`src/rtl/telemetry_frame_parser_assert.svh`:
```
// Assertion macros shared by the telemetry frame parser RTL.
// Each macro expects signals named clk and rst in the module that uses it.
`ifndef TELEMETRY_FRAME_PARSER_ASSERT_SVH
`define TELEMETRY_FRAME_PARSER_ASSERT_SVH

// A condition that must hold at every clock edge outside reset.
`define TFP_ASSERT_ALWAYS(label, cond, msg) \
  label: assert property (@(posedge clk) disable iff (rst) (cond)) else $error(msg);

// An implication checked in the same cycle.
`define TFP_ASSERT_IMPLIES(label, ante, cons, msg) \
  label: assert property (@(posedge clk) disable iff (rst) (ante) |-> (cons)) else $error(msg);

// An implication whose consequent is checked in the next cycle.
`define TFP_ASSERT_NEXT(label, ante, cons, msg) \
  label: assert property (@(posedge clk) disable iff (rst) (ante) |=> (cons)) else $error(msg);

`endif

```
`src/rtl/tfp_pkg.sv`:
```
// Types and constants for the telemetry frame parser.
// Used by tfp_frame_check, telemetry_frame_parser and the testbench files; depends on nothing.
package tfp_pkg;

  localparam int STORE_DEPTH = 13;
  localparam int POS_W       = $clog2(STORE_DEPTH + 1);

  localparam logic [POS_W-1:0] BATT_LEN = POS_W'(9);
  localparam logic [POS_W-1:0] VEL_LEN  = POS_W'(13);
  localparam logic [POS_W-1:0] LAST_POS = POS_W'(STORE_DEPTH - 1);

  localparam logic [7:0] BATT_HEAD = 8'd20;
  localparam logic [7:0] BATT_TAIL = 8'd21;
  localparam logic [7:0] VEL_HEAD  = 8'd18;
  localparam logic [7:0] VEL_TAIL  = 8'd19;

  typedef enum logic [1:0] {
    STATUS_BATTERY        = 2'd0,
    STATUS_VELOCITY       = 2'd1,
    STATUS_CHECKSUM_ERROR = 2'd2
  } tfp_status_t;

  typedef logic [STORE_DEPTH-1:0][7:0] tfp_frame_t;

  typedef struct packed {
    tfp_status_t status;
    logic [7:0]  robot;
    logic [31:0] first;
    logic [31:0] second;
  } tfp_result_t;

  typedef struct packed {
    logic        hit;      // a recognised frame has completed
    logic        restart;  // collection starts again at position 0
    tfp_result_t result;
  } tfp_check_t;

endpackage

```
`src/rtl/tfp_frame_check.sv`:
```
// Frame recognition and checksum comparison for the telemetry frame parser.
// Depends on tfp_pkg; purely combinational.
module tfp_frame_check (
  input  tfp_pkg::tfp_frame_t        frame,
  input  logic [tfp_pkg::POS_W-1:0]  count,
  output tfp_pkg::tfp_check_t        check
);
  import tfp_pkg::*;

  logic [15:0] batt_sum;
  logic [15:0] vel_sum;
  logic [15:0] batt_expect;
  logic [15:0] vel_expect;
  logic        batt_ok;
  logic        vel_ok;
  logic [31:0] word_lo;
  logic [31:0] word_hi;

  // The sums never exceed eleven bits, so the 16-bit wrap never comes into play.
  assign batt_sum = 16'(frame[2]) + 16'(frame[3]) + 16'(frame[4]) + 16'(frame[5]);
  assign vel_sum  = batt_sum + 16'(frame[6]) + 16'(frame[7]) + 16'(frame[8]) + 16'(frame[9]);

  assign batt_expect = {frame[7], frame[6]};
  assign vel_expect  = {frame[11], frame[10]};
  assign batt_ok     = (batt_sum == batt_expect);
  assign vel_ok      = (vel_sum == vel_expect);

  assign word_lo = {frame[5], frame[4], frame[3], frame[2]};
  assign word_hi = {frame[9], frame[8], frame[7], frame[6]};

  always_comb begin
    check               = '0;
    check.result.robot  = frame[1];
    check.result.status = STATUS_CHECKSUM_ERROR;
    if (count == BATT_LEN) begin
      if (frame[0] == BATT_HEAD && frame[BATT_LEN-1] == BATT_TAIL) begin
        check.hit     = 1'b1;
        check.restart = 1'b1;
        if (batt_ok) begin
          check.result.status = STATUS_BATTERY;
          check.result.first  = word_lo;
        end
      end
    end else if (count == VEL_LEN) begin
      // An unmatched full-length frame is dropped and collection restarts.
      check.restart = 1'b1;
      if (frame[0] == VEL_HEAD && frame[VEL_LEN-1] == VEL_TAIL) begin
        check.hit = 1'b1;
        if (vel_ok) begin
          check.result.status = STATUS_VELOCITY;
          check.result.first  = word_lo;
          check.result.second = word_hi;
        end
      end
    end
  end

endmodule

```
`src/rtl/telemetry_frame_parser.sv`:
```
// Telemetry frame parser top level: frame store, byte position and result buffer.
// Depends on tfp_pkg, tfp_frame_check and telemetry_frame_parser_assert.svh.
//
// The parser takes one received serial byte per clock cycle while rx_ready is
// high and gathers bytes into a 13-byte frame store. A 9-byte frame framed by
// 20 and 21 is a battery frame, a 13-byte frame framed by 18 and 19 is a
// wheel-velocity frame; each yields one result word with the robot number, the
// raw float words and a status (battery valid, velocity valid or checksum
// mismatch, in which case both words are zero). A 13-byte frame that matches
// neither is dropped and collection restarts. The checksum is computed as the
// closing byte arrives, so the result is registered as that byte is taken. The
// output has a two-word buffer: input bytes keep flowing while one result
// waits, and rx_ready falls only while two results are held undelivered.
`include "telemetry_frame_parser_assert.svh"

module telemetry_frame_parser (
  input  logic        clk,
  input  logic        rst,
  input  logic        rx_valid,
  output logic        rx_ready,
  input  logic [7:0]  rx_byte,
  output logic        result_valid,
  input  logic        result_ready,
  output logic [1:0]  frame_status,
  output logic [7:0]  robot_number,
  output logic [31:0] first_word,
  output logic [31:0] second_word
);
  import tfp_pkg::*;

  tfp_frame_t       frame_store;
  tfp_frame_t       frame_view;
  logic [POS_W-1:0] position;
  logic [POS_W-1:0] count;
  tfp_check_t       check;
  tfp_result_t      result;
  tfp_result_t      skid;
  logic             skid_valid;
  logic             accept;
  logic             hit;

  assign rx_ready = !skid_valid;
  assign accept   = rx_valid && rx_ready;
  assign hit      = accept && check.hit;
  assign count    = position + POS_W'(1);

  // The frame as it stands once the incoming word has been written.
  always_comb begin
    for (int i = 0; i < STORE_DEPTH; i++) begin
      frame_view[i] = (position == POS_W'(i)) ? rx_byte : frame_store[i];
    end
  end

  tfp_frame_check u_check (
    .frame (frame_view),
    .count (count),
    .check (check)
  );

  always_ff @(posedge clk) begin
    if (accept) begin
      frame_store[position[POS_W-1:0]] <= rx_byte;
    end
  end

  always_ff @(posedge clk) begin
    if (rst) begin
      position <= '0;
    end else if (accept) begin
      position <= check.restart ? '0 : count;
    end
  end

  always_ff @(posedge clk) begin
    if (rst) begin
      result_valid <= 1'b0;
      skid_valid   <= 1'b0;
    end else if (!result_valid || result_ready) begin
      if (skid_valid) begin
        result       <= skid;
        result_valid <= 1'b1;
        skid_valid   <= 1'b0;
      end else begin
        result_valid <= hit;
        if (hit) begin
          result <= check.result;
        end
      end
    end else if (hit) begin
      skid       <= check.result;
      skid_valid <= 1'b1;
    end
  end

  assign frame_status = result.status;
  assign robot_number = result.robot;
  assign first_word   = result.first;
  assign second_word  = result.second;

  `TFP_ASSERT_ALWAYS(a_position_range, position <= LAST_POS, "byte position beyond frame store")
  `TFP_ASSERT_IMPLIES(a_skid_behind_out, skid_valid, result_valid, "skid word held with empty output")
  `TFP_ASSERT_NEXT(a_hit_delivered, hit, result_valid, "recognised frame produced no result")
  `TFP_ASSERT_IMPLIES(a_battery_second_zero, result_valid && frame_status == STATUS_BATTERY, second_word == 32'd0, "battery result with non-zero second word")
  `TFP_ASSERT_IMPLIES(a_error_words_zero, result_valid && frame_status == STATUS_CHECKSUM_ERROR, first_word == 32'd0 && second_word == 32'd0, "checksum error with non-zero words")

endmodule

```
`config.mk`:
```
export PLATFORM = sky130hd
export DESIGN_NAME = telemetry_frame_parser
export DESIGN_NICKNAME = d
export VERILOG_FILES = /design/src/rtl/tfp_pkg.sv /design/src/rtl/tfp_frame_check.sv /design/src/rtl/telemetry_frame_parser.sv
export VERILOG_INCLUDE_DIRS = /design/src /design/src/rtl
export SDC_FILE = /design/constraint.sdc
export NUM_CORES = 1
export LEC_CHECK = 0
export BUFFER_PORTS_ARGS = -buffer_cell sky130_fd_sc_hd__buf_2
export CAP_MARGIN = 20
export CORE_ASPECT_RATIO = 1.5
export CORE_MARGIN = 3
export CORE_UTILIZATION = 33
export DETAILED_ROUTE_END_ITERATION = 7
export GPL_ROUTABILITY_DRIVEN = 0
export HOLD_SLACK_MARGIN = 0.02
export MAX_ROUTING_LAYER = met4
export PLACE_DENSITY = 0.49
export RECOVER_POWER = 100
export SLEW_MARGIN = 20
export SYNTH_ARGS = -nofsm -noshare
export SYNTH_HDL_FRONTEND = slang
export SYNTH_HIERARCHICAL = 1
export SYNTH_SLANG_ARGS = --single-unit
export TNS_END_PERCENT = 5
```
`constraint.sdc`:
```
create_clock -name clk -period 17.7 [get_ports clk]
set_clock_uncertainty 0.05 [all_clocks]
set_input_delay 1.77 -clock clk [delete_from_list [all_inputs] [get_ports clk]]
set_output_delay 1.77 -clock clk [all_outputs]
set_load 0.03 [all_outputs]
```
==> results of run 1 <==
[logic make-up after synthesis]
| family | Yosys count | share of synthesized area |
|---|---|---|
| muxes | 178 | 0.153 |
| buffers and inverters | 133 | 0.0462 |
| AOI/OAI and AO/OA | 98 | 0.0521 |
| and+or+nand+nor | 140 | 0.0572 |
| adders and majority gates | 63 | 0.0796 |
| xor gates and xnor gates | 38 | 0.0254 |
| DFF | 258 | 0.587 |
[per-stage QoR]
stage / setup WS (ps) / cells
after floorplan: 6390 / 908
final: 6210 / 1512
after global placement: 7770 / 1461
after global routing: 5480 / 1512
after CTS: 8170 / 1511
after detailed placement: 7600 / 1461
[metal layers]
metal | up-vias | routed length (µm)
li1 | 3473 | -
met1 | 3651 | 12000
met2 | 148 | 16000
met3 | 49 | 1030
met4 | 0 | 1000
met5 | - | 0
[synth_stat cells, types with 9 or more instances]
| library cell | number |
|---|---|
| a21boi_1 | 20 |
| a21o_1 | 9 |
| a21oi_1 | 24 |
| buf_2 | 16 |
| clkbuf_1 | 13 |
| edfxtp_1 | 252 |
| fa_1 | 34 |
| ha_1 | 29 |
| inv_1 | 88 |
| mux2_2 | 176 |
| nand2_1 | 14 |
| nor2_1 | 50 |
| nor3_1 | 9 |
| o21ai_0 | 11 |
| xnor2_1 | 23 |
| xor2_1 | 15 |
[cell usage in the layout, fill, tap and decap left out, types with 4 or more instances in the layout]
master,netlist,layout
xnor2_1,23,23
o21a_1,4,4
a21boi_0,2,27
nor2_1,50,50
nand3_1,6,6
nand2b_1,4,4
clkinv_2,0,7
edfxtp_1,252,252
bufinv_16,0,4
clkbuf_16,0,27
mux2_1,2,12
o21ai_0,11,11
xor2_1,15,15
clkbuf_1,13,97
nand2_1,14,14
mux2_2,176,166
fa_1,34,34
nor4b_1,4,4
or2_2,4,4
a21o_1,9,9
nor2b_1,8,8
buf_2,16,10
nand2_2,8,8
inv_1,88,88
nand4_1,6,6
dfxtp_1,6,6
nor3_1,9,9
ha_1,29,29
a21oi_1,24,25
[final cells by class]
type,instances,area (µm²)
Clock buffer,32,694
Fill cell,3727,24100
Tap cell,495,619
Clock inverter,18,210
Inverter,88,330
Sequential cell,258,7690
Timing Repair Buffer,104,410
Multi-Input combinational cell,517,4780
[worst min-delay path, stage by stage (launching register included)]
cell and delay [ps]:
dfxtp_1 360, nand2_1 80, a21oi_1 50
[final timing paths]
check | start | endpoint | slack [ps] | depth (start not counted)
min | position[1] | position[1] | 480 | 2
min reg2reg | position[1] | position[1] | 480 | 2
max | rx_byte[1] | first_word[24] | 6210 | 33
max reg2reg | position[0] | first_word[24] | 7070 | 34
[registers in the layout, summed over array words and instances, names as in the netlist]
| signal | count |
|---|---|
| second_word | 32 |
| first_word | 32 |
| skid | 74 |
| robot_number | 8 |
| frame_status | 2 |
| result_valid | 1 |
| position | 4 |
| frame_store | 104 |
| skid_valid | 1 |
[power groups by stage]
stage | registers, W | logic, W | clock network (W)
2_1_floorplan | 0.000682 | 0.000248 | 0
3_3_place_gp | 0.000682 | 0.000316 | 0
3_5_place_dp | 0.000682 | 0.000318 | 0
4_1_cts | 0.000669 | 0.000321 | 0.000602
5_1_grt | 0.000670 | 0.000358 | 0.000619
6_report | 0.000670 | 0.000315 | 0.000581
==> flow_summary.yaml, run 1 <==
status:
  outcome: "finished, violations left"
  violations: "capacitance limit, slew limit"
place:
  port_buffers: 87
  dp_hpwl_mm: 20.7
  placed_area_mm2: 0.0140
logic_synthesis:
  yosys_warnings: 6
  syn_nets: 983
  ys_seq_area_frac: 0.587
  synth_ff_type: "edfxtp_1"
  netlist_area_mm2: 0.0131
  synth_cell_types: 63
  synthCells: 908
  ys_top_cells_by_area: "edfxtp_1, mux2_2, fa_1, ha_1, inv_1"
  ys_ff_latch: 258
  synth_top_area_cell: "edfxtp_1"
  synth_edf_count: 252
  yosys.area.top_type_share: 0.577
  synth.avg_cell_area_um2: 14.4
  synthArstFlopShare: 0
global_route:
  grt_overflow: 0
  antenna_found_initial: 0
  grt_max_degree: 44
  gr-usage-met3: 0.0153
  first_global_vias: 7836
  grt_use_total: 0.146
  grt_most_used_layer: "met2"
  grt_use_met2: 0.260
  grt_use_met1: 0.170
  grt_pass1_wl_mm: 46.6
setup_path:
  crit_path_top_delay_cell: "clkbuf_1"
  endpoint_kind: "flip-flop"
  slowest_delay_ps: 1260
  critical_path_arrival_ps: 11740
  crit_required_ps: 17950
  crit_type: "input port to flip-flop"
  start_kind: "input port"
  crit_family: "adder cells"
  cp_max_fo: 41
  cp_num_buf_inv: 8
clock_tree:
  htree_levels: 1
  cts_made_buffers: 27
  cts_hold_buf: 0
  path_clk_slew_ps: 60
  tritoncts: "built"
  clk_path_buf_depth: 3
  cts_sinks: 258
  cts_resized: 0
  cts_root_buf: "clkbuf_16"
  insertion_delay_ps: 560
  post-cts-setup-buffers: 0
pwr:
  p_leak_nw: 5.01
  irDropWorstVdd_mv: 0.0631
  p_clk_frac: 0.371
  powerDensity_mw_per_mm2: 106
  internal_power_w: 0.00115
  switching_power_w: 0.000415
  finalPower_w: 0.00157
  swShare: 0.265
  p_seq_frac: 0.428
  power_frac_comb: 0.201
floorplan:
  initial_core_util: 0.337
  io_pins: 88
  coreArea_mm2: 0.0389
  dieHeight_um: 250
  fp.dieW_um: 169
  dieArea_mm2: 0.0422
  rows: 88
worst_hold_path:
  hold_class: "flip-flop to flip-flop"
drt:
  via_per_inst: 4.84
  dr.first_iter.drc_count: 434
  vias: 7321
  drc_errors: 0
  drt_pass1_iterations: 6
  wire_per_inst_um: 19.9
  wirelength_mm: 30.1
  ant_nets: 0
final_layout:
  final_area_mm2: 0.0147
  areaGrowthSynthToFinish_pct: 12.4
  final_core_util: 0.379
  layout.nets: 1071
  drive_gt1_frac: 0.235
  antenna_cells: 0
sta:
  max_freq_mhz: 87.1
  totalNegativeSetupSlack_ps: 0
  setup_viol: 0
  final-hold-violation-count: 0
  slew_headroom: -0.767
  fin_crit_sh: 0.649
  grt_setup_unrepaired: "false"
  slew_violations: 285
  worstMarginPinSlew_ps: 2650
  holdWs_ps: 481
  fin_crit_ps: 11490
job:
  cap_viol_max_count: 8
(Power assumes the default switching activity.)
==> inputs of run 2 (changes only) <==
==> constraint.sdc (replaced) <==
create_clock -name clk -period 11.6 [get_ports clk]
set_clock_uncertainty 0.05 [all_clocks]
set_input_delay 1.16 -clock clk [delete_from_list [all_inputs] [get_ports clk]]
set_output_delay 1.16 -clock clk [all_outputs]
set_load 0.03 [all_outputs]
==> flow_summary.yaml, run 2 (synthesized netlist as in run 1, its figures left out) <==
floorplan:
  dieArea_mm2: 0.0422
  io_pins: 88
  coreArea_mm2: 0.0389
  dieHeight_um: 250
  fp.dieW_um: 169
  initial_core_util: 0.337
  rows: 88
place:
  dp_hpwl_mm: 21.6
  placed_area_mm2: 0.0140
  port_buffers: 87
  place_ws_ps: 2310
global_route:
  grt_use_total: 0.151
  grt_overflow: 0
  antenna_found_initial: 0
  first_global_vias: 7890
  grt_max_degree: 45
  grt_pass1_wl_mm: 47.8
setup_path:
  crit_path_top_delay_cell: "clkbuf_1"
  cp_max_fo: 41
  endpoint_kind: "flip-flop"
  cp_common_cell: "inv_1"
  crit_required_ps: 11850
  critical_path_arrival_ps: 9950
  slowest_delay_ps: 980
  crit_type: "input port to flip-flop"
  start_kind: "input port"
drt:
  ant_nets: 0
  via_per_inst: 4.84
  dr.first_iter.drc_count: 415
  vias: 7296
  wire_per_inst_um: 20.6
  drt_pass1_iterations: 4
  wirelength_mm: 31.0
  drc_errors: 0
sta:
  fin_crit_ps: 9690
  setup_ws_ps: 1910
  max_freq_mhz: 103
  worstMarginPinSlew_ps: 2650
  slew_violations: 233
  totalNegativeSetupSlack_ps: 0
  slew_headroom: -0.768
  final-hold-violation-count: 0
  setup_viol: 0
  fin_crit_sh: 0.836
  grt_setup_unrepaired: "false"
clock_tree:
  path_clk_slew_ps: 60
  clk_path_buf_depth: 3
  post-cts-setup-buffers: 0
  cts_root_buf: "clkbuf_16"
  tritoncts: "built"
  htree_levels: 1
  cts_made_buffers: 25
  cts_resized: 0
  cts_hold_buf: 0
  insertion_delay_ps: 560
  cts_sinks: 258
final_layout:
  final_cell_mix: "edfxtp_1, mux2_2, clkbuf_1"
  layout.nets: 1068
  final_core_util: 0.377
  n_fill_cell: 3728
  layout_commonest_cell: "edfxtp_1"
  multi_input_area_mm2: 0.00478
  seqCellArea_mm2: 0.00769
  final_area_mm2: 0.0146
  largest_register_ffs: 104
  drive_gt1_frac: 0.230
  areaGrowthSynthToFinish_pct: 11.7
pwr:
  p_leak_nw: 4.95
  irDropWorstVdd_mv: 0.0907
  power_frac_comb: 0.208
  swShare: 0.270
  p_clk_frac: 0.353
  p_seq_frac: 0.439
  internal_power_w: 0.00170
  powerDensity_mw_per_mm2: 159
  switching_power_w: 0.000628
status:
  violations: "capacitance limit, slew limit"
  outcome: "finished, violations left"
job:
  cap_viol_max_count: 6
worst_hold_path:
  hold_class: "flip-flop to flip-flop"
## run 2: changes by cell type in the layout (fill, tap and decap cells not counted), sizes merged
| cell | delta |
|---|---|
| buf | -4 |
| bufinv | -1 |
| clkinv | -1 |
| diode | +1 |
## run 2: path summary, 6_finish.rpt
check | startpoint | endpoint | slack, ps | depth (start not counted)
hold / removal | skid[63] | first_word[31] | 490 | 1
setup / recovery | rx_byte[1] | first_word[17] | 1910 | 31
setup reg to reg | position[0] | first_word[17] | 2060 | 33
hold reg to reg | skid[63] | first_word[31] | 490 | 1
## run 2: area by class of cell
cell class                 instances  share of cell area
inverter                          88              0.0226
timing repair buffer             103              0.0274
antenna                            1            0.000171
clock buffer                      29              0.0438
multi-input combinational        517               0.327
clock inverter                    16              0.0115
tap                              495              0.0423
sequential                       258               0.525
## run 2: worst max-delay path: cells and delay by family
kind | cells | cell delay (ps)
buf+inv | 8 | 2130
compound gates | 9 | 2530
fa+ha+maj | 7 | 2480
mux | 2 | 630
xor+xnor | 1 | 150
simple gates | 4 | 810
## run 2: power groups by stage
| stage | Clock [W] | Combinational (W) | Sequential (W) |
|---|---|---|---|
| floorplan | 0 | 0.000378 | 0.00104 |
| global placement | 0 | 0.000485 | 0.00104 |
| detailed placement | 0 | 0.000486 | 0.00104 |
| CTS | 0.000850 | 0.000490 | 0.00102 |
| global route | 0.000880 | 0.000548 | 0.00102 |
| finish | 0.000821 | 0.000485 | 0.00102 |
## run 2: layer usage
metal,part of all wire,GRT usage
met5,0,-
met4,0.026,0.0449
met3,0.032,0.0145
met2,0.53,0.270
met1,0.41,0.181
## run 2: per-stage QoR
| stage | cells | power [W] | hold slack (ps) |
|---|---|---|---|
| floorplan | 908 | 0.00142 | 440 |
| global placement | 1461 | 0.00153 | 477 |
| detailed placement | 1461 | 0.00153 | 480 |
| CTS | 1506 | 0.00236 | 498 |
| global route | 1506 | 0.00245 | 511 |
| finish | 1507 | 0.00233 | 494 |
